**config.mk**
```make
export PLATFORM = sky130hd
export DESIGN_NAME = integer_to_text_formatter
export DESIGN_NICKNAME = d
export VERILOG_FILES = /design/src/rtl/core/itf_pkg.sv /design/src/rtl/core/integer_to_text_formatter.sv /design/src/rtl/core/itf_divider.sv /design/src/rtl/core/itf_datapath.sv /design/src/rtl/core/itf_ctrl.sv
export SDC_FILE = /design/constraint.sdc
export NUM_CORES = 1
export LEC_CHECK = 0
export BUFFER_PORTS_ARGS = -buffer_cell sky130_fd_sc_hd__buf_2
export CORE_MARGIN = 5
export CORE_UTILIZATION = 60
export CTS_CLUSTER_DIAMETER = 30
export DETAILED_ROUTE_END_ITERATION = 8
export PLACE_DENSITY = 0.8
export SYNTH_ARGS = -nofsm -noshare
export SYNTH_HDL_FRONTEND = slang
export SYNTH_SLANG_ARGS = --single-unit
```
**constraint.sdc**
```tcl
create_clock -name clk -period 10.8 [get_ports clk]
set_clock_uncertainty 0.1 [all_clocks]
set_input_delay 0.54 -clock clk [delete_from_list [all_inputs] [get_ports clk]]
set_output_delay 0.54 -clock clk [all_outputs]
set_load 0.1 [all_outputs]
```
**src/rtl/core/itf_pkg.sv**
```systemverilog
// Package: payload types, flag bit indices, character codes, controller/datapath command and status structs.
`timescale 1ns / 1ps
`default_nettype none
package itf_pkg;
	typedef struct packed {
		logic [31:0] magnitude;
		logic        non_negative;
		logic [5:0]  radix;
		logic [6:0]  format_flags;
		logic [5:0]  field_width;
		logic [5:0]  min_digits;
		logic [15:0] start_pos;
	} in_beat_t;

	typedef struct packed {
		logic [6:0]  out_char;
		logic [15:0] out_pos;
		logic        last_char;
	} out_beat_t;

	localparam int unsigned FL_LEFT  = 0;
	localparam int unsigned FL_ZERO  = 1;
	localparam int unsigned FL_PLUS  = 2;
	localparam int unsigned FL_SPACE = 3;
	localparam int unsigned FL_HASH  = 4;
	localparam int unsigned FL_PREC  = 5;
	localparam int unsigned FL_UPPER = 6;

	localparam logic [6:0] CH_ZERO  = 7'h30;
	localparam logic [6:0] CH_LA    = 7'h61;
	localparam logic [6:0] CH_UA    = 7'h41;
	localparam logic [6:0] CH_LX    = 7'h78;
	localparam logic [6:0] CH_UX    = 7'h58;
	localparam logic [6:0] CH_LB    = 7'h62;
	localparam logic [6:0] CH_MINUS = 7'h2d;
	localparam logic [6:0] CH_PLUS  = 7'h2b;
	localparam logic [6:0] CH_SPACE = 7'h20;

	typedef struct packed {
		logic load;       // latch request
		logic div_start;  // start one digit division
		logic push_digit; // store division remainder
		logic pad_step;   // one padding/prefix/sign step
		logic emit_init;  // compute totals
		logic emit_step;  // advance output index
	} dp_cmd_t;

	typedef struct packed {
		logic div_done;
		logic digits_done;
		logic pad_done;
		logic emit_last;
	} dp_sts_t;
endpackage
`default_nettype wire

```
**src/rtl/core/integer_to_text_formatter.sv**
```systemverilog
// Top level: printf-style integer to text formatter.
//  channel | dir | handshake             | payload
//  in      | in  | in_valid / in_ready   | itf_pkg::in_beat_t
//  out     | out | out_valid / out_ready | itf_pkg::out_beat_t
// One request at a time. Each digit comes from one division in the bit-serial divider
// (up to BUFFER_SIZE digits, a zero magnitude gives a single '0' without division),
// then padding, the S_INIT and S_FETCH setup states, and one character per cycle
// while out_ready holds. Reset clears only control state.
// A stalled output holds its beat; no new request is taken until the last beat.
`timescale 1ns / 1ps
`default_nettype none
module integer_to_text_formatter #(
	parameter int unsigned BUFFER_SIZE = 32
) (
	input  wire logic               clk,
	input  wire logic               arst_n,
	input  wire logic               in_valid,
	output logic                    in_ready,
	input  wire itf_pkg::in_beat_t  in_data,
	output logic                    out_valid,
	input  wire logic               out_ready,
	output itf_pkg::out_beat_t      out_data
);
	itf_pkg::dp_cmd_t cmd;
	itf_pkg::dp_sts_t sts;

	itf_ctrl u_ctrl (
		.clk(clk), .arst_n(arst_n), .in_valid(in_valid), .in_ready(in_ready),
		.out_valid(out_valid), .out_ready(out_ready),
		.zero_mag(in_data.magnitude == 32'd0), .sts(sts), .cmd(cmd)
	);

	itf_datapath #(.BUFFER_SIZE(BUFFER_SIZE)) u_dp (
		.clk(clk), .arst_n(arst_n), .req(in_data), .cmd(cmd), .sts(sts), .beat(out_data)
	);
endmodule
`default_nettype wire

```
**src/rtl/core/itf_divider.sv**
```systemverilog
// Radix-restoring divider: 32-bit dividend by 6-bit divisor, one bit a cycle.
`timescale 1ns / 1ps
`default_nettype none
module itf_divider (
	input  wire logic        clk,
	input  wire logic        arst_n,
	input  wire logic        start,
	input  wire logic [31:0] dividend,
	input  wire logic [5:0]  divisor,
	output logic             done,
	output logic [31:0]      quotient,
	output logic [5:0]       remainder
);
	logic [31:0] quo_q;
	logic [5:0]  rem_q;
	logic [5:0]  cnt_q;
	logic        busy_q;
	logic [6:0]  trial;

	assign trial = {rem_q, quo_q[31]};

	always_ff @(posedge clk or negedge arst_n) begin
		if (!arst_n) begin
			busy_q <= 1'b0;
			cnt_q  <= '0;
			done   <= 1'b0;
		end else begin
			done <= 1'b0;
			if (start) begin
				busy_q <= 1'b1;
				cnt_q  <= 6'd32;
			end else if (busy_q) begin
				cnt_q <= cnt_q - 6'd1;
				if (cnt_q == 6'd1) begin
					busy_q <= 1'b0;
					done   <= 1'b1;
				end
			end
		end
	end

	always_ff @(posedge clk) begin
		if (start) begin
			quo_q <= dividend;
			rem_q <= '0;
		end else if (busy_q) begin
			if (trial >= {1'b0, divisor}) begin
				rem_q <= 6'(trial - {1'b0, divisor});
				quo_q <= {quo_q[30:0], 1'b1};
			end else begin
				rem_q <= trial[5:0];
				quo_q <= {quo_q[30:0], 1'b0};
			end
		end
	end

	assign quotient  = quo_q;
	assign remainder = rem_q;
endmodule
`default_nettype wire

```
**src/rtl/core/itf_datapath.sv**
```systemverilog
// Datapath: request registers, digit buffer, padding and emission counters.
`timescale 1ns / 1ps
`default_nettype none
module itf_datapath #(
	parameter int unsigned BUFFER_SIZE = 32
) (
	input  wire logic              clk,
	input  wire logic              arst_n,
	input  wire itf_pkg::in_beat_t req,
	input  wire itf_pkg::dp_cmd_t  cmd,
	output itf_pkg::dp_sts_t       sts,
	output itf_pkg::out_beat_t     beat
);
	localparam int unsigned LW = $clog2(BUFFER_SIZE + 1);
	localparam int unsigned AW = $clog2(BUFFER_SIZE);
	localparam logic [LW-1:0] BSZ = LW'(BUFFER_SIZE);

	logic [31:0] mag_q;
	logic        neg_q;
	logic [5:0]  base_q;
	logic [6:0]  fl_q;
	logic [5:0]  width_q;
	logic [5:0]  prec_q;
	logic [15:0] pos_q;
	logic [LW-1:0] len_q;
	logic [2:0]  phase_q;
	logic [6:0]  pre_q;
	logic [6:0]  total_q;
	logic [6:0]  k_q;
	logic [6:0]  mem [BUFFER_SIZE];
	logic [6:0]  rd_q;
	logic        wr_en;
	logic [6:0]  wr_ch;
	logic        div_done;
	logic [31:0] quo;
	logic [5:0]  rem;
	logic [5:0]  base_c;
	logic [5:0]  width_eff;
	logic        sign_c;
	logic [6:0]  dch;
	logic [6:0]  kmp;
	logic [6:0]  next_k;
	logic [6:0]  ridx;

	always_comb begin
		if (req.radix < 6'd2)       base_c = 6'd2;
		else if (req.radix > 6'd36) base_c = 6'd36;
		else                         base_c = req.radix;
	end

	itf_divider u_div (
		.clk(clk), .arst_n(arst_n), .start(cmd.div_start), .dividend(mag_q),
		.divisor(base_q), .done(div_done), .quotient(quo), .remainder(rem)
	);

	assign sign_c = neg_q || fl_q[itf_pkg::FL_PLUS] || fl_q[itf_pkg::FL_SPACE];
	assign width_eff = (!fl_q[itf_pkg::FL_LEFT] && width_q != 6'd0 && fl_q[itf_pkg::FL_ZERO]
		&& sign_c) ? width_q - 6'd1 : width_q;

	always_comb begin
		if (rem < 6'd10)                  dch = itf_pkg::CH_ZERO + 7'(rem);
		else if (fl_q[itf_pkg::FL_UPPER]) dch = itf_pkg::CH_UA + 7'(rem) - 7'd10;
		else                              dch = itf_pkg::CH_LA + 7'(rem) - 7'd10;
	end

	// padding phases: 0 prec zeros, 1 zero pad, 2 hash trim, 3 hash letter,
	// 4 hash zero, 5 sign, 6 done
	logic [LW-1:0] len_n;
	logic [2:0]    phase_n;
	always_comb begin
		len_n   = len_q;
		phase_n = phase_q;
		wr_en   = 1'b0;
		wr_ch   = itf_pkg::CH_ZERO;
		if (cmd.push_digit) begin
			wr_en = 1'b1;
			// zero magnitude pushes a single '0'
			wr_ch = (mag_q == 32'd0) ? itf_pkg::CH_ZERO : dch;
			len_n = len_q + LW'(1);
		end else if (cmd.pad_step) begin
			case (phase_q)
				3'd0: begin
					if (!fl_q[itf_pkg::FL_LEFT] && 7'(len_q) < 7'(prec_q) && len_q < BSZ) begin
						wr_en = 1'b1;
						len_n = len_q + LW'(1);
					end else phase_n = 3'd1;
				end
				3'd1: begin
					if (!fl_q[itf_pkg::FL_LEFT] && fl_q[itf_pkg::FL_ZERO]
						&& 7'(len_q) < 7'(width_eff) && len_q < BSZ) begin
						wr_en = 1'b1;
						len_n = len_q + LW'(1);
					end else phase_n = fl_q[itf_pkg::FL_HASH] ? 3'd2 : 3'd5;
				end
				3'd2: begin
					phase_n = 3'd3;
					if (!fl_q[itf_pkg::FL_PREC] && len_q != '0 && (7'(len_q) == 7'(prec_q)
						|| 7'(len_q) == 7'(width_eff))) begin
						if (len_q != LW'(1) && base_q == 6'd16) len_n = len_q - LW'(2);
						else                                    len_n = len_q - LW'(1);
					end
				end
				3'd3: begin
					phase_n = 3'd4;
					if (base_q == 6'd16 && len_q < BSZ) begin
						wr_en = 1'b1;
						wr_ch = fl_q[itf_pkg::FL_UPPER] ? itf_pkg::CH_UX : itf_pkg::CH_LX;
						len_n = len_q + LW'(1);
					end else if (base_q == 6'd2 && len_q < BSZ) begin
						wr_en = 1'b1;
						wr_ch = itf_pkg::CH_LB;
						len_n = len_q + LW'(1);
					end
				end
				3'd4: begin
					phase_n = 3'd5;
					if (len_q < BSZ) begin
						wr_en = 1'b1;
						len_n = len_q + LW'(1);
					end
				end
				3'd5: begin
					phase_n = 3'd6;
					if (len_q < BSZ && sign_c) begin
						wr_en = 1'b1;
						wr_ch = neg_q ? itf_pkg::CH_MINUS :
							(fl_q[itf_pkg::FL_PLUS] ? itf_pkg::CH_PLUS : itf_pkg::CH_SPACE);
						len_n = len_q + LW'(1);
					end
				end
				default: phase_n = 3'd6;
			endcase
		end
	end

	always_ff @(posedge clk) begin
		if (wr_en) mem[len_q[AW-1:0]] <= wr_ch;
		rd_q <= mem[ridx[AW-1:0]];
	end

	always_ff @(posedge clk or negedge arst_n) begin
		if (!arst_n) begin
			len_q   <= '0;
			phase_q <= '0;
			k_q     <= '0;
		end else begin
			len_q   <= len_n;
			phase_q <= phase_n;
			if (cmd.load) begin
				len_q   <= '0;
				phase_q <= '0;
			end
			if (cmd.emit_init) k_q <= '0;
			else if (cmd.emit_step) k_q <= next_k;
		end
	end

	always_ff @(posedge clk) begin
		if (cmd.load) begin
			mag_q   <= req.magnitude;
			neg_q   <= !req.non_negative && req.magnitude != 32'd0;
			base_q  <= base_c;
			fl_q    <= req.format_flags;
			width_q <= req.field_width;
			prec_q  <= req.min_digits;
			pos_q   <= req.start_pos;
		end else if (div_done) begin
			mag_q <= quo;
		end
		if (cmd.emit_init) begin
			logic [6:0] pre;
			logic [6:0] tot;
			pre = 7'd0;
			if (!fl_q[itf_pkg::FL_LEFT] && !fl_q[itf_pkg::FL_ZERO] && 7'(len_q) < 7'(width_eff))
				pre = 7'(width_eff) - 7'(len_q);
			tot = 7'(len_q) + pre;
			if (fl_q[itf_pkg::FL_LEFT] && tot < 7'(width_q)) tot = 7'(width_q);
			pre_q   <= pre;
			total_q <= tot;
		end
	end

	// read address for the character at index k, or at k+1 while stepping
	assign next_k = k_q + 7'd1;
	assign kmp = (cmd.emit_step ? next_k : k_q) - pre_q;
	assign ridx = 7'(len_q) - 7'd1 - kmp;

	logic [6:0] ck;
	assign ck = k_q - pre_q;
	assign beat.out_char = (k_q < pre_q || ck >= 7'(len_q)) ? itf_pkg::CH_SPACE : rd_q;
	assign beat.out_pos = pos_q + 16'(k_q);
	assign beat.last_char = (k_q + 7'd1 == total_q);

	assign sts.div_done    = div_done;
	assign sts.digits_done = (mag_q == 32'd0 && len_q != '0) || len_q == BSZ;
	assign sts.pad_done    = (phase_q == 3'd6);
	assign sts.emit_last   = beat.last_char;
endmodule
`default_nettype wire

```
**src/rtl/core/itf_ctrl.sv**
```systemverilog
// Controller: sequences digit generation, padding and character emission.
`timescale 1ns / 1ps
`default_nettype none
module itf_ctrl (
	input  wire logic             clk,
	input  wire logic             arst_n,
	input  wire logic             in_valid,
	output logic                  in_ready,
	output logic                  out_valid,
	input  wire logic             out_ready,
	input  wire logic             zero_mag,
	input  wire itf_pkg::dp_sts_t sts,
	output itf_pkg::dp_cmd_t      cmd
);
	typedef enum logic [6:0] {
		S_IDLE  = 7'b0000001,
		S_CHECK = 7'b0000010,
		S_DIV   = 7'b0000100,
		S_PAD   = 7'b0001000,
		S_INIT  = 7'b0010000,
		S_FETCH = 7'b0100000,
		S_EMIT  = 7'b1000000
	} state_t;

	state_t state_q, state_n;
	logic   zero_q;

	always_ff @(posedge clk or negedge arst_n) begin
		if (!arst_n) begin
			state_q <= S_IDLE;
			zero_q  <= 1'b0;
		end else begin
			state_q <= state_n;
			if (in_valid && in_ready) zero_q <= zero_mag;
			else if (cmd.push_digit) zero_q <= 1'b0;
		end
	end

	always_comb begin
		state_n   = state_q;
		cmd       = '0;
		in_ready  = 1'b0;
		out_valid = 1'b0;
		unique case (state_q)
			S_IDLE: begin
				in_ready = 1'b1;
				if (in_valid) begin
					cmd.load = 1'b1;
					state_n  = S_CHECK;
				end
			end
			S_CHECK: begin
				if (zero_q) begin
					cmd.push_digit = 1'b1;
					state_n        = S_PAD;
				end else if (sts.digits_done) begin
					state_n = S_PAD;
				end else begin
					cmd.div_start = 1'b1;
					state_n       = S_DIV;
				end
			end
			S_DIV: begin
				if (sts.div_done) begin
					cmd.push_digit = 1'b1;
					state_n        = S_CHECK;
				end
			end
			S_PAD: begin
				if (sts.pad_done) state_n = S_INIT;
				else cmd.pad_step = 1'b1;
			end
			S_INIT: begin
				cmd.emit_init = 1'b1;
				state_n       = S_FETCH;
			end
			S_FETCH: state_n = S_EMIT;
			S_EMIT: begin
				out_valid = 1'b1;
				if (out_ready) begin
					if (sts.emit_last) state_n = S_IDLE;
					else begin
						cmd.emit_step = 1'b1;
					end
				end
			end
			default: state_n = S_IDLE;
		endcase
	end
endmodule
`default_nettype wire
```
Word-level counts from Yosys, hierarchy flattened:

Memories as Yosys holds them, arrays and structs flattened. A register that Yosys moved wholly into a read port is not among the register bits.
Index checks and enable logic that the tools add are counted.

* bits of input ports: 78
* flip-flop bits (word level): 158
* bits in read-only memories: 0
* memories: 1
* RAM bits: 224
* bits in latches: 0
* output and inout bits: 26

Memories
* u_dp.mem: depth 32, width 7, rd ports 1, clocked after memory_dff 1, wr ports 1, RTL line itf_datapath.sv:30 `logic [6:0] mem [BUFFER_SIZE];`

* equality and inequality tests: 35
* reductions and logical operators: 45
* mux-type cells: 90
* multipliers: 0
* $add $sub $neg: 19
* shift operators: 0
* magnitude comparators: 10
* divide/modulo/power cells: 0
* bitwise gates (word level): 0

Operators by type and width (number)
* $mux 7: 19
* $mux 32: 4
* $mux 6: 18
* $logic_not 32->1: 2
* $pmux 7 s7: 1
* $pmux 6 s6: 1
* $mux 1: 34
* $reduce_bool 32->1: 1
* $logic_and 1x1->1: 20
* $ne 4x3->1 const B: 5
* $mux 3: 6
* $sub 6x1->6 const B: 3
* $add 16x7->16: 1
* $pmux 3 s5: 1
* $add 7x6->7 const A: 2
* $ge 7x6->1: 2
* $pmux 7 s2: 1
* $sub 7x4->7 const B: 2
* $eq 6x6->1: 2
* $lt 6x6->1: 2
* $mux 4: 3
* $reduce_bool 6->1: 2
* $sub 5x5->5: 2
* $eq 3x3->1 const B: 3
* other kinds (46): 62

Longest topological paths before layout:

Gate-level depths: netlist of run 1.

* word-level depth: 14
* depth in mapped cells: 24
* gate-level depth less buffers: 24

Modules after synthesis:

From an unflattened synthesis of run 1, not the netlist that was laid out.

* cell total of the unflattened synthesis: 1360
* area, all modules: 19009.5 um^2

Modules (own cells, without submodules)
* itf_datapath: sequential area each 9909.5 um^2, cells each 1118, area each 16090.4 um^2, instances 1
* itf_divider: sequential area each 1281.2 um^2, cells each 176, area each 2294.7 um^2, instances 1
* itf_ctrl: sequential area each 201.4 um^2, cells each 55, area each 551.8 um^2, instances 1
* integer_to_text_formatter: sequential area each 0.0 um^2, cells each 11, area each 72.6 um^2, instances 1

Least setup slack after synthesis of run 1:

Ideal clock, no wire load.

* kind: register to register
* start: reg u_dp.k_q[1]
* end: reg u_dp.rd_q[0] (read register of u_dp.mem)
* setup slack: 4400 ps
* cell stages (with the launch flop): 17
* setup time: 121 ps
* arrival: 6179 ps
* path buffers: 2
* clock period less this slack: 6400 ps
* required time: 10579 ps
* cells stage by stage: dfrtp_1 ha_1 xor3_1 nor3_1 o221ai_1 a211oi_2 or2_0 clkbuf_1 mux2i_1 fa_1 ha_1 inv_1 fa_1 xor2_1 clkbuf_1 mux4_2 mux2_2

RTL lines
* from (decl): RTL line itf_datapath.sv:29 `logic [6:0] k_q;`
* from (signal assigned): RTL line itf_datapath.sv:154 `else if (cmd.emit_step) k_q <= next_k;`
* to (decl): RTL line itf_datapath.sv:31 `logic [6:0] rd_q;`

Final worst setup path of run 1:

* start: reg u_dp.neg_q
* end: reg u_dp.total_q[3], data pin

* longest elaborated chain between the ends: 12
* elaborated cells on any way between the ends: 13

RTL lines
* from (decl): RTL line itf_datapath.sv:19 `logic neg_q;`
* from (signal assigned): RTL line itf_datapath.sv:161 `neg_q <= !req.non_negative && req.magnitude != 32'd0;`
* $logic_or 1x1->1 (*) (2 in series): RTL line itf_datapath.sv:56 `assign sign_c = neg_q || fl_q[itf_pkg::FL_PLUS] || fl_q[itf_pkg::FL_SPACE];`
* $logic_and 1x1->1 (*): RTL line itf_datapath.sv:58 `&& sign_c) ? width_q - 6'd1 : width_q;`
* $mux 6 (*): RTL line itf_datapath.sv:58
* $lt 6x6->1: RTL line itf_datapath.sv:174 `if (!fl_q[itf_pkg::FL_LEFT] && !fl_q[itf_pkg::FL_ZERO] && 7'(len_q) < 7'(width_eff))`
* $logic_and 1x1->1: RTL line itf_datapath.sv:174
* $mux 7 (*): RTL line itf_datapath.sv:174
* $mux 7 (*): RTL line itf_datapath.sv:170 `if (cmd.emit_init) begin`
* $add 6x7->7 (*): RTL line itf_datapath.sv:176 `tot = 7'(len_q) + pre;`
* $lt 7x6->1: RTL line itf_datapath.sv:177 `if (fl_q[itf_pkg::FL_LEFT] && tot < 7'(width_q)) tot = 7'(width_q);`
* $logic_and 1x1->1: RTL line itf_datapath.sv:177
* $mux 6 (*): RTL line itf_datapath.sv:177
* to (signal assigned): RTL line itf_datapath.sv:179 `total_q <= tot;`
* to (decl): RTL line itf_datapath.sv:28 `logic [6:0] total_q;`

Mark *: on every way between the ends. The rest lies on a longest branch, timed or not. The select of a mux whose other input is x is not followed.
A chain may end at the register's enable or synchronous reset.

==> results of run 1 <==
-- stage by stage --
step / cells / setup WS [ns]
6_report: 1959 / 4.747
5_1_grt: 1959 / 4.391
4_1_cts: 1959 / 4.891
3_5_place_dp: 1815 / 4.991
3_3_place_gp: 1815 / 5.207
2_1_floorplan: 1351 / 4.400
-- cells in the mapped netlist (8+ instances only) --
library cell	count
sky130_fd_sc_hd__nand3_1	26
sky130_fd_sc_hd__nor4_1	21
sky130_fd_sc_hd__mux2i_1	8
sky130_fd_sc_hd__mux4_2	70
sky130_fd_sc_hd__a211oi_1	16
sky130_fd_sc_hd__a21oi_1	26
sky130_fd_sc_hd__nor2b_1	13
sky130_fd_sc_hd__nor3b_1	27
sky130_fd_sc_hd__buf_2	9
sky130_fd_sc_hd__inv_1	66
sky130_fd_sc_hd__dfxtp_1	13
sky130_fd_sc_hd__nand4_1	11
sky130_fd_sc_hd__dfrtp_1	31
sky130_fd_sc_hd__xnor2_1	37
sky130_fd_sc_hd__nand2b_1	20
sky130_fd_sc_hd__edfxtp_1	344
sky130_fd_sc_hd__nor3_1	22
sky130_fd_sc_hd__nand2_1	151
sky130_fd_sc_hd__fa_1	10
sky130_fd_sc_hd__xor2_1	16
sky130_fd_sc_hd__clkbuf_1	37
sky130_fd_sc_hd__o21ai_0	37
sky130_fd_sc_hd__mux2_2	44
sky130_fd_sc_hd__nor2_1	78
sky130_fd_sc_hd__ha_1	67
sky130_fd_sc_hd__o21a_1	10
sky130_fd_sc_hd__a21o_1	14
-- layout make-up --
cell class,instances,area [sq um]
Timing Repair Buffer,119,638.1
Multi-Input combinational cell,845,7079
Clock inverter,57,818.3
Sequential cell,389,11390
Clock buffer,86,1971
Tap cell,396,495.5
Inverter,67,251.5
Fill cell,1833,8184
-- path summary, 6_finish.rpt --
path,startpoint,end
hold reg to reg,u_dp.u_div.cnt_q[5]$_DFFE_PN0P_,u_dp.u_div.cnt_q[5]$_DFFE_PN0P_
min in group asynchronous,arst_n,u_dp.u_div.cnt_q[4]$_DFFE_PN0P_
hold / removal,in_data[1],u_dp.pos_q[1]$_DFFE_PP_
max in group asynchronous,arst_n,u_dp.len_q[5]$_DFFE_PN0P_
setup reg to reg,u_dp.neg_q$_DFFE_PP_,u_dp.total_q[3]$_DFFE_PN_
setup / recovery,u_dp.neg_q$_DFFE_PP_,u_dp.total_q[3]$_DFFE_PN_
-- state kept, by name, summed over array words and instances (netlist names), 7 cells and up --
signal	count
u_dp.pre_q	7
u_dp.mem	224
u_dp.k_q	7
u_dp.total_q	7
u_dp.rd_q	7
u_dp.pos_q	16
u_ctrl.state_q	7
u_dp.fl_q	7
u_dp.mag_q	32
u_dp.u_div.quotient	32
-- per-layer routing --
metal  track usage [%]  routed length (um)  part of all wire [%]  vias up
met5                 0                  13                 0.029        -
met4             8.106                1158                   2.6        2
met3             5.058                3338                   7.5      111
met2             42.04               21830                    49      613
met1             34.45               18220                    41     6073
li1                  -                   -                     -     5481
-- timing repair --
item,4_1_cts,5_1_grt
hold buffers,1,0
setup buffers,0,0
endpoints found under the hold margin,31,0
-- report_power, final --
group          total (mW)  internal [mW]  switching (mW)  leakage, nW
Clock                2.51           1.67           0.836         1.33
Combinational        1.89          0.711            1.18         3.34
Sequential           2.08           1.91           0.176         3.55
-- cell families after synthesis --
group,Yosys count
xor+xnor,55
simple gates,413
fa+ha+maj,77
flops,389
mux,122
buf+inv,117
compound gates,178
==> reports/qor.csv, run 1 <==
stage,metric,value,unit
floorplanning,floorplan.die_area,35060,sq um
logic_synthesis,synth_xor_area_share,2.715,%
logic_synthesis,netlist_area,18850,sq um
cts,max-clock-path-buffers,3,
logic_synthesis,synth-edff-count,344,
critical_path,critPathMostFrequentCell,sky130_fd_sc_hd__a21oi_1,
timing,worst_pin_slew,1.433,ns
logic_synthesis,syn-num-nets,1506,
logic_synthesis,mux_contribution_to_synthesized_area,11.42,%
finish,mostFrequentLayoutCell,sky130_fd_sc_hd__edfxtp_1,
job,drv_cap,0,
finish,design_area,22650,sq um
finish,layout.cells.most_common_list,"344 x sky130_fd_sc_hd__edfxtp_1, 151 x sky130_fd_sc_hd__nand2_1, 103 x sky130_fd_sc_hd__buf_2",
critical_path,worst_setup_end_kind,register,
run_status,run_status,"finished, final reports clean",
timing,setup-tns-final,0,ns
timing,max_freq,165.2,MHz
finish,finish.net_count,1654,
cts,numClockSinks,389,
timing,rsz0062_at_grt,false,
finish,flow.area_growth_from_synthesis,20.16,%
cts,tritoncts_clock_tree,built,
cts,post_cts_resize_count,0,
timing,min_period,6.053,ns
pwr,ir_worst_vdd,203.5,uV
route,post-route-drc-count,0,
critical_path,cp.required,11.02,ns
critical_path,stages_on_the_worst_setup_path,21,
logic_synthesis,syn-instance-count,1351,
global_route,globalRouteOverflowTotal,0,
pwr,static-leakage-power,8.211,nW
timing,hold_viol_final,0,
logic_synthesis,synth.top_cell.area_share,54.81,%
critical_path,cp_slowest_cell,sky130_fd_sc_hd__nor3_1,
cts,worst_path_clk_slew,0.05,ns
logic_synthesis,postSynthAreaPerCell,13.95,sq um
critical_path,cp.buffers_inverters,0,
logic_synthesis,yosysSeqAreaShare,60.45,%
route,firstDrtPassIters,5,
floorplanning,io_pins,104,
placed_design,numPortBuffers,103,
logic_synthesis,yosysWarningCount,0,
critical_path,path_depth_of_the_worst_reg2reg_path,21,
timing,drv_slew,0,
placed_design,area_after_detailed_placement,19830,sq um
worst_hold_path,worstHoldPathType,input port to register,
floorplanning,core_outline_area,30830,sq um
critical_path,crit_family,compound AO/OA/AOI/OAI gates,
route,route.detailed.wl_per_inst,22.75,um
pwr,totalPowerFinal,6.488,mW
logic_synthesis,synth.ff_latch_count,389,
critical_path,r2r_setup_slack,4.75,ns
route,route.final.wire_length,44560,um
global_route,groute.usage.overall,25.42,%
logic_synthesis,synth_compound_area_share,6.552,%
logic_synthesis,synth_top_area_cell,sky130_fd_sc_hd__edfxtp_1,
timing,final-setup-viol-count,0,
route,vias,12280,
logic_synthesis,yosys.cell_types.count,82,
finish,antenna_cells,0,
global_route,first_global_vias,12890,
cts,clock_insertion_delay_at_the_later_pin_of_the_skew_report,0.58,ns
logic_synthesis,synthArstFlopShare,8.226,%
finish,final_layout_size_suffix_gt1_share,25.21,%
cts,cts-root-buf,sky130_fd_sc_hd__clkbuf_16,
floorplanning,chipWidth,187.2,um
cts,clock_tree.htree_level_count,3,
logic_synthesis,synth_simple_gate_area_share,10.96,%
timing,slew_headroom,4.441,%
global_route,grt_start_max_net_pins,58,
route,detailedRoute.firstIterationViolations,1237,
logic_synthesis,synth-adder-area-share,5.510,%
route,via_per_inst,6.269,
floorplanning,placementRows,64,
timing,post-route-period-util,56.05,%
critical_path,worst_setup_path_start_kind,register,
pwr,cellPowerDensity,286.5,nW/um^2
route,antenna_violating_nets_post_route,0,
timing,final_worst_hold_slack,0.03957,ns
cts,cts_buffers,77,
logic_synthesis,netlist_top_cells_area,"sky130_fd_sc_hd__edfxtp_1 55%, sky130_fd_sc_hd__mux4_2 8.4%, sky130_fd_sc_hd__ha_1 4.4%, sky130_fd_sc_hd__dfrtp_1 4.1%, sky130_fd_sc_hd__nand2_1 3.0%",
critical_path,slowest_delay,0.71,ns
critical_path,arrival_time_reported_for_the_critical_path_endpoint,6.27,ns
global_route,antenna_violations_before_repair,2,
critical_path,critical_path.cell_chain,"nor3_1, a211o_1, nand2_1, o21ai_0, ha_1, nor2b_1, o31a_1, o21bai_1, a21oi_1, and2_1, fa_1, a21o_1, a21oi_1, xnor2_1, ha_1, a211o_1, a21oi_1, nand3_1, o21ai_0, nand3_1, mux2_2",
floorplanning,start_util,61.13,%
logic_synthesis,dominantRegCellSynth,sky130_fd_sc_hd__edfxtp_1,
logic_synthesis,combinational_family_with_the_most_area_after_synthesis,multiplexers,
floorplanning,die-height,187.2,um
global_route,grt_pass1_wl,70540,um
placed_design,dp_hpwl,27830,um
critical_path,crit_path_max_fo,5,
critical_path,setup.worst_path.class,register to register,
worst_hold_path,whs_path_depth,1,
placed_design,gp_routability_congestion,0.9109,
finish,final_core_utilization,73.45,%
Power figures use the tool's default switching activity.
==> run 2, diff against run 1 <==
--- a/config.mk
+++ b/config.mk
@@ -7,10 +7,10 @@
 export LEC_CHECK = 0
 export BUFFER_PORTS_ARGS = -buffer_cell sky130_fd_sc_hd__buf_2
 export CORE_MARGIN = 5
-export CORE_UTILIZATION = 60
+export CORE_UTILIZATION = 56
 export CTS_CLUSTER_DIAMETER = 30
 export DETAILED_ROUTE_END_ITERATION = 8
-export PLACE_DENSITY = 0.8
+export PLACE_DENSITY = 0.78
 export SYNTH_ARGS = -nofsm -noshare
 export SYNTH_HDL_FRONTEND = slang
 export SYNTH_SLANG_ARGS = --single-unit
==> constraint.sdc (replaced) <==
create_clock -name clk -period 5.45 [get_ports clk]
set_clock_uncertainty 0.1 [all_clocks]
set_input_delay 0.2725 -clock clk [delete_from_list [all_inputs] [get_ports clk]]
set_output_delay 0.2725 -clock clk [all_outputs]
set_load 0.1 [all_outputs]
==> reports/qor.csv, run 2 (synthesis gave the netlist of run 1 again) <==
stage,metric,value,unit
timing,final_worst_hold_slack,0.06080,ns
global_route,grt_pass1_wl,75100,um
run_status,run_status,"finished, final reports clean",
global_route,grt_start_max_net_pins,49,
timing,min_period,5.194,ns
critical_path,cp_slowest_cell,sky130_fd_sc_hd__ha_2,
finish,finish.net_count,1793,
placed_design,dp_worst_setup_slack,0.02861,ns
finish,final_core_utilization,71.20,%
pwr,intPower,8.261,mW
pwr,pwr-share-comb,32.1,%
finish,number_of_flip_flops_under_the_largest_register_name,224,
pwr,netSwitchingPower,4.303,mW
floorplanning,core_outline_area,33360,sq um
floorplanning,die-height,193.5,um
route,via_per_inst,5.950,
cts,cts_buffers,73,
floorplanning,placementRows,67,
job,drv_cap,0,
critical_path,setup.worst_path.class,register to register,
finish,antenna_cells,0,
route,post-route-drc-count,0,
finish,layout.cells.most_common_list,"344 x sky130_fd_sc_hd__edfxtp_1, 151 x sky130_fd_sc_hd__nand2_1, 103 x sky130_fd_sc_hd__buf_2",
critical_path,arrival_time_reported_for_the_critical_path_endpoint,5.55,ns
pwr,cellPowerDensity,528.8,nW/um^2
finish,mostFrequentLayoutCell,sky130_fd_sc_hd__edfxtp_1,
route,firstDrtPassIters,7,
timing,max_freq,192.5,MHz
critical_path,worst_setup_end_kind,register,
critical_path,slowest_delay,0.59,ns
pwr,ir_worst_vdd,422.0,uV
timing,hold_viol_final,0,
timing,worst_pin_slew,1.326,ns
timing,setup-tns-final,0,ns
timing,slew_headroom,11.61,%
finish,n_fill_cell,2155,
critical_path,critPathMostFrequentCell,sky130_fd_sc_hd__mux4_2,
timing,rsz0062_at_grt,false,
cts,worst_path_clk_slew,0.05,ns
timing,drv_slew,0,
cts,numClockSinks,389,
placed_design,numPortBuffers,103,
placed_design,dp_hpwl,29280,um
route,detailedRoute.firstIterationViolations,1084,
route,vias,12750,
critical_path,critical_path.cell_chain,"ha_1, xor3_1, nor3_1, o221ai_1, a211oi_4, or2_0, mux2i_1, fa_1, ha_2, buf_4, mux4_2, mux4_2, mux2_2",
worst_hold_path,worstHoldPathType,input port to register,
critical_path,crit_path_max_fo,12,
placed_design,dp.cells,1932,
timing,final-setup-viol-count,0,
cts,cts-root-buf,sky130_fd_sc_hd__clkbuf_16,
critical_path,worst_setup_path_start_kind,register,
critical_path,cp.buffers_inverters,1,
placed_design,gp_routability_congestion,0.8566,
route,antenna_violating_nets_post_route,0,
finish,flow.area_growth_from_synthesis,26.05,%
finish,stdcell_count,2143,
floorplanning,floorplan.die_area,37420,sq um
route,route.detailed.wl_per_inst,22.18,um
floorplanning,start_util,56.49,%
pwr,swShare,34.25,%
global_route,groute.usage.overall,25.32,%
cts,max-clock-path-buffers,3,
pwr,totalPowerFinal,12.56,mW
finish,final_layout_size_suffix_gt1_share,26.90,%
finish,design_area,23760,sq um
route,route.final.wire_length,47540,um
placed_design,area_after_detailed_placement,20430,sq um
global_route,first_global_vias,13510,
critical_path,cp.required,5.80,ns
floorplanning,io_pins,104,
timing,post-route-period-util,95.31,%
cts,clock_tree.htree_level_count,3,
timing,final_critical_path_setup_slack,0.2557,ns
pwr,clkPwrFrac,35.1,%
global_route,globalRouteOverflowTotal,0,
cts,clock_insertion_delay_at_the_later_pin_of_the_skew_report,0.56,ns
pwr,static-leakage-power,9.208,nW
floorplanning,chipWidth,193.5,um
cts,tritoncts_clock_tree,built,
pwr,seq_power_share,32.8,%
critical_path,crit_family,multiplexers,
global_route,antenna_violations_before_repair,0,
==> run 2: cell count changes in the layout (fill, tap and decap cells not counted), sizes merged <==
cell / before / now
inv: 72 / 71
dlygate4sd3: 1 / 77
clkinv: 29 / 26
bufinv: 14 / 9
clkinvlp: 9 / 8
buf: 118 / 185
clkbuf: 86 / 85
==> run 2: layout make-up <==
| cell class | instances | area [sq um] | share of cell area, % |
|---|---|---|---|
| Clock inverter | 47 | 550.5 | 2.317 |
| Multi-Input combinational cell | 845 | 7171 | 30.18 |
| Sequential cell | 389 | 11390 | 47.95 |
| Inverter | 67 | 251.5 | 1.059 |
| Clock buffer | 85 | 1892 | 7.963 |
| Tap cell | 448 | 560.5 | 2.360 |
| Timing Repair Buffer | 262 | 1939 | 8.163 |
==> run 2: path summary, 6_finish.rpt <==
path | start | end | slack (ns) | cells after the start
worst max-delay path | u_dp.k_q[1]$_DFF_PN0_ | u_dp.rd_q[6]$_DFF_P_ | 0.26 | 13
worst min-delay path | in_valid | u_ctrl.state_q[0]$_DFFE_PN1P_ | 0.06 | 4
worst max register to register | u_dp.k_q[1]$_DFF_PN0_ | u_dp.rd_q[6]$_DFF_P_ | 0.26 | 13
worst min register to register | u_dp.u_div.quotient[10]$_DFFE_PP_ | u_dp.mag_q[10]$_DFFE_PP_ | 0.44 | 2
max in group asynchronous | arst_n | u_dp.k_q[0]$_DFF_PN0_ | 4.46 | 2
min in group asynchronous | arst_n | u_dp.phase_q[2]$_DFFE_PN0P_ | 0.25 | 2
==> run 2: power groups by stage <==
stage	clock [mW]	sequential (mW)	combinational, mW
floorplan	0	4.01	3.10
global placement	0	4.13	3.78
finish	4.41	4.12	4.04
global route	4.62	4.16	4.38
detailed placement	0	4.15	3.86
CTS	4.45	4.10	3.97
==> run 2: metal layers <==
layer | GRT usage, % | wire length, um | up-vias
met2 | 42.71 | 23930 | 616
met5 | 0 | 0 | -
li1 | - | - | 5749
met1 | 33.65 | 18700 | 6281
met3 | 4.592 | 3570 | 104
met4 | 8.445 | 1343 | 0
==> run 2: repair_timing <==
action                                 CTS  global route
endpoints found under the hold margin  106             0
setup buffers                            0             2
pin swaps                                0             2
resized for setup                        2            18
setup endpoints to repair                5             6
cloned                                   0             0
hold buffers                            77             0
==> run 2: worst reg2reg max path: stages (launching register included) <==
cell	delay (ns)
sky130_fd_sc_hd__dfrtp_1	0.50
sky130_fd_sc_hd__ha_1	0.31
sky130_fd_sc_hd__xor3_1	0.33
sky130_fd_sc_hd__nor3_1	0.20
sky130_fd_sc_hd__o221ai_1	0.22
sky130_fd_sc_hd__a211oi_4	0.21
sky130_fd_sc_hd__or2_0	0.29
sky130_fd_sc_hd__mux2i_1	0.35
sky130_fd_sc_hd__fa_1	0.49
sky130_fd_sc_hd__ha_2	0.59
sky130_fd_sc_hd__buf_4	0.31
sky130_fd_sc_hd__mux4_2	0.36
sky130_fd_sc_hd__mux4_2	0.52
sky130_fd_sc_hd__mux2_2	0.28
==> run 3, diff against run 2 <==
--- a/config.mk
+++ b/config.mk
@@ -5,7 +5,7 @@
 export SDC_FILE = /design/constraint.sdc
 export NUM_CORES = 1
 export LEC_CHECK = 0
-export BUFFER_PORTS_ARGS = -buffer_cell sky130_fd_sc_hd__buf_2
+export BUFFER_PORTS_ARGS = -buffer_cell sky130_fd_sc_hd__buf_4
 export CORE_MARGIN = 5
 export CORE_UTILIZATION = 56
 export CTS_CLUSTER_DIAMETER = 30
==> reports/qor.csv, run 3 (synthesis gave the netlist of run 1 again) <==
stage,metric,value,unit
run_status,run_status,"finished, final reports clean",
pwr,cellPowerDensity,536.9,nW/um^2
critical_path,worst_setup_path_start_kind,register,
route,via_per_inst,5.968,
critical_path,path_depth_of_the_worst_reg2reg_path,25,
critical_path,slowest_delay,0.37,ns
critical_path,worst_setup_end_kind,register,
route,post-route-drc-count,0,
pwr,static-leakage-power,9.386,nW
floorplanning,start_util,56.49,%
route,detailedRoute.firstIterationViolations,1141,
placed_design,gp_routability_congestion,0.8743,
floorplanning,io_pins,104,
job,drv_cap,0,
global_route,groute.usage.overall,25.23,%
global_route,grt_start_max_net_pins,49,
timing,slew_headroom,7.879,%
critical_path,crit-reg2reg-capture,u_dp.total_q[2]$_DFFE_PN_,
worst_hold_path,whs_path_depth,4,
critical_path,crit_path_max_fo,5,
finish,finish.net_count,1793,
finish,n_fill_cell,2078,
global_route,globalRouteOverflowTotal,0,
critical_path,worst_r2r_startpoint,u_dp.width_q[0]$_DFFE_PP_,
cts,clock_insertion_delay_at_the_later_pin_of_the_skew_report,0.58,ns
pwr,totalPowerFinal,12.98,mW
floorplanning,placementRows,67,
finish,layout.cells.most_common_list,"344 x sky130_fd_sc_hd__edfxtp_1, 178 x sky130_fd_sc_hd__buf_4, 151 x sky130_fd_sc_hd__nand2_1",
cts,worst_path_clk_slew,0.05,ns
critical_path,r2r_setup_slack,0.19,ns
finish,number_of_flip_flops_under_the_largest_register_name,224,
critical_path,cp_slowest_cell,sky130_fd_sc_hd__edfxtp_1,
cts,cts_buffers,75,
finish,final_layout_size_suffix_gt1_share,27.65,%
worst_hold_path,hold_start,in_valid,
timing,drv_slew,0,
floorplanning,die-height,193.5,um
finish,mostFrequentLayoutCell,sky130_fd_sc_hd__edfxtp_1,
floorplanning,core_outline_area,33360,sq um
global_route,antenna_violations_before_repair,0,
route,vias,12820,
critical_path,arrival_time_reported_for_the_critical_path_endpoint,5.49,ns
cts,cts-root-buf,sky130_fd_sc_hd__clkbuf_16,
finish,design_area,24180,sq um
route,antenna_violating_nets_post_route,0,
cts,max-clock-path-buffers,3,
timing,max_freq,190.0,MHz
global_route,grt_pass1_wl,74770,um
critical_path,critPathMostFrequentCell,sky130_fd_sc_hd__ha_1,
placed_design,numPortBuffers,103,
critical_path,cp.required,5.67,ns
route,route.detailed.wl_per_inst,22.32,um
global_route,first_global_vias,13510,
timing,post-route-period-util,96.59,%
floorplanning,chipWidth,193.5,um
pwr,ir_worst_vdd,475.3,uV
timing,worst_pin_slew,1.382,ns
timing,hold_viol_final,0,
cts,numClockSinks,389,
cts,clock_tree.htree_level_count,3,
floorplanning,floorplan.die_area,37420,sq um
timing,min_period,5.264,ns
placed_design,area_after_detailed_placement,20710,sq um
route,route.final.wire_length,47950,um
worst_hold_path,hold_path_end,u_ctrl.state_q[0]$_DFFE_PN1P_,
cts,tritoncts_clock_tree,built,
critical_path,setup.worst_path.class,register to register,
worst_hold_path,worstHoldPathType,input port to register,
timing,final-setup-viol-count,0,
finish,antenna_cells,0,
finish,flow.area_growth_from_synthesis,28.27,%
placed_design,dp_hpwl,29460,um
route,firstDrtPassIters,5,
==> run 3: how the worst max path moves through the flow <==
stage                                          from                        end  slack, ns  cells past startpoint
after floorplan               u_dp.k_q[1]$_DFF_PN0_       u_dp.rd_q[0]$_DFF_P_      0.003                     15
after global placement    u_dp.width_q[0]$_DFFE_PP_  u_dp.total_q[4]$_DFFE_PN_       0.16                     23
after detailed placement  u_dp.width_q[0]$_DFFE_PP_  u_dp.total_q[2]$_DFFE_PN_       0.04                     23
after CTS                 u_dp.width_q[0]$_DFFE_PP_  u_dp.total_q[2]$_DFFE_PN_       0.01                     23
after global routing      u_dp.width_q[0]$_DFFE_PP_  u_dp.total_q[2]$_DFFE_PN_      -0.04                     25
final                     u_dp.width_q[0]$_DFFE_PP_  u_dp.total_q[2]$_DFFE_PN_       0.19                     25
==> run 3: critical path, delay by kind of cell (launching register included) <==
kind                     cells  cell delay (ns)
AO/OA/AOI/OAI               10             1.51
adder cells (fa/ha/maj)      4             1.16
AND/OR/NAND/NOR              3             0.63
buffers and inverters        5             0.61
flip-flops                   1             0.37
multiplexers                 1             0.36
XOR/XNOR                     2             0.25
==> run 3: cell type report <==
| cell class | count | area, sq um | area share (%) |
|---|---|---|---|
| Clock buffer | 80 | 1906 | 7.882 |
| Clock inverter | 59 | 725.7 | 3.002 |
| Inverter | 67 | 251.5 | 1.040 |
| Multi-Input combinational cell | 845 | 7133 | 29.51 |
| Sequential cell | 389 | 11390 | 47.12 |
| Tap cell | 448 | 560.5 | 2.319 |
| Timing Repair Buffer | 260 | 2207 | 9.129 |
==> run 3: metal layers <==
metal	GRT usage (%)	vias to the layer above	wire length, um
met5	0	-	0
met4	7.920	0	1222
met3	5.305	106	3455
met2	43.29	546	24300
met1	32.56	6415	18970
li1	-	5752	-
==> run 3: stage by stage <==
stage	cells	utilization [%]	worst slack [ns]	hold slack, ns	setup TNS (ns)
5_1_grt	2148	72.46	-0.04062	0.07906	-0.1401
3_5_place_dp	1931	62.06	0.03830	0.1567	0
2_1_floorplan	1351	-	0.002644	-0.1231	0
6_report	2148	72.46	0.1858	0.03490	0
4_1_cts	2147	72.26	0.01057	0.02755	0
3_3_place_gp	1931	62.06	0.1559	0.1544	0
==> run 3: what timing repair did <==
item                                    in CTS  in global routing
hold buffers                                77                  0
resized for setup                            0                 14
endpoints found under the setup margin       0                  6
endpoints found under the hold margin      107                  0
setup buffers                                0                  1
==> run 3: power breakdown <==
group / switching, mW / leakage, nW / internal [mW]
registers: 0.335 / 3.96 / 3.78
logic: 2.50 / 4.16 / 1.64
clock network: 1.63 / 1.27 / 3.10
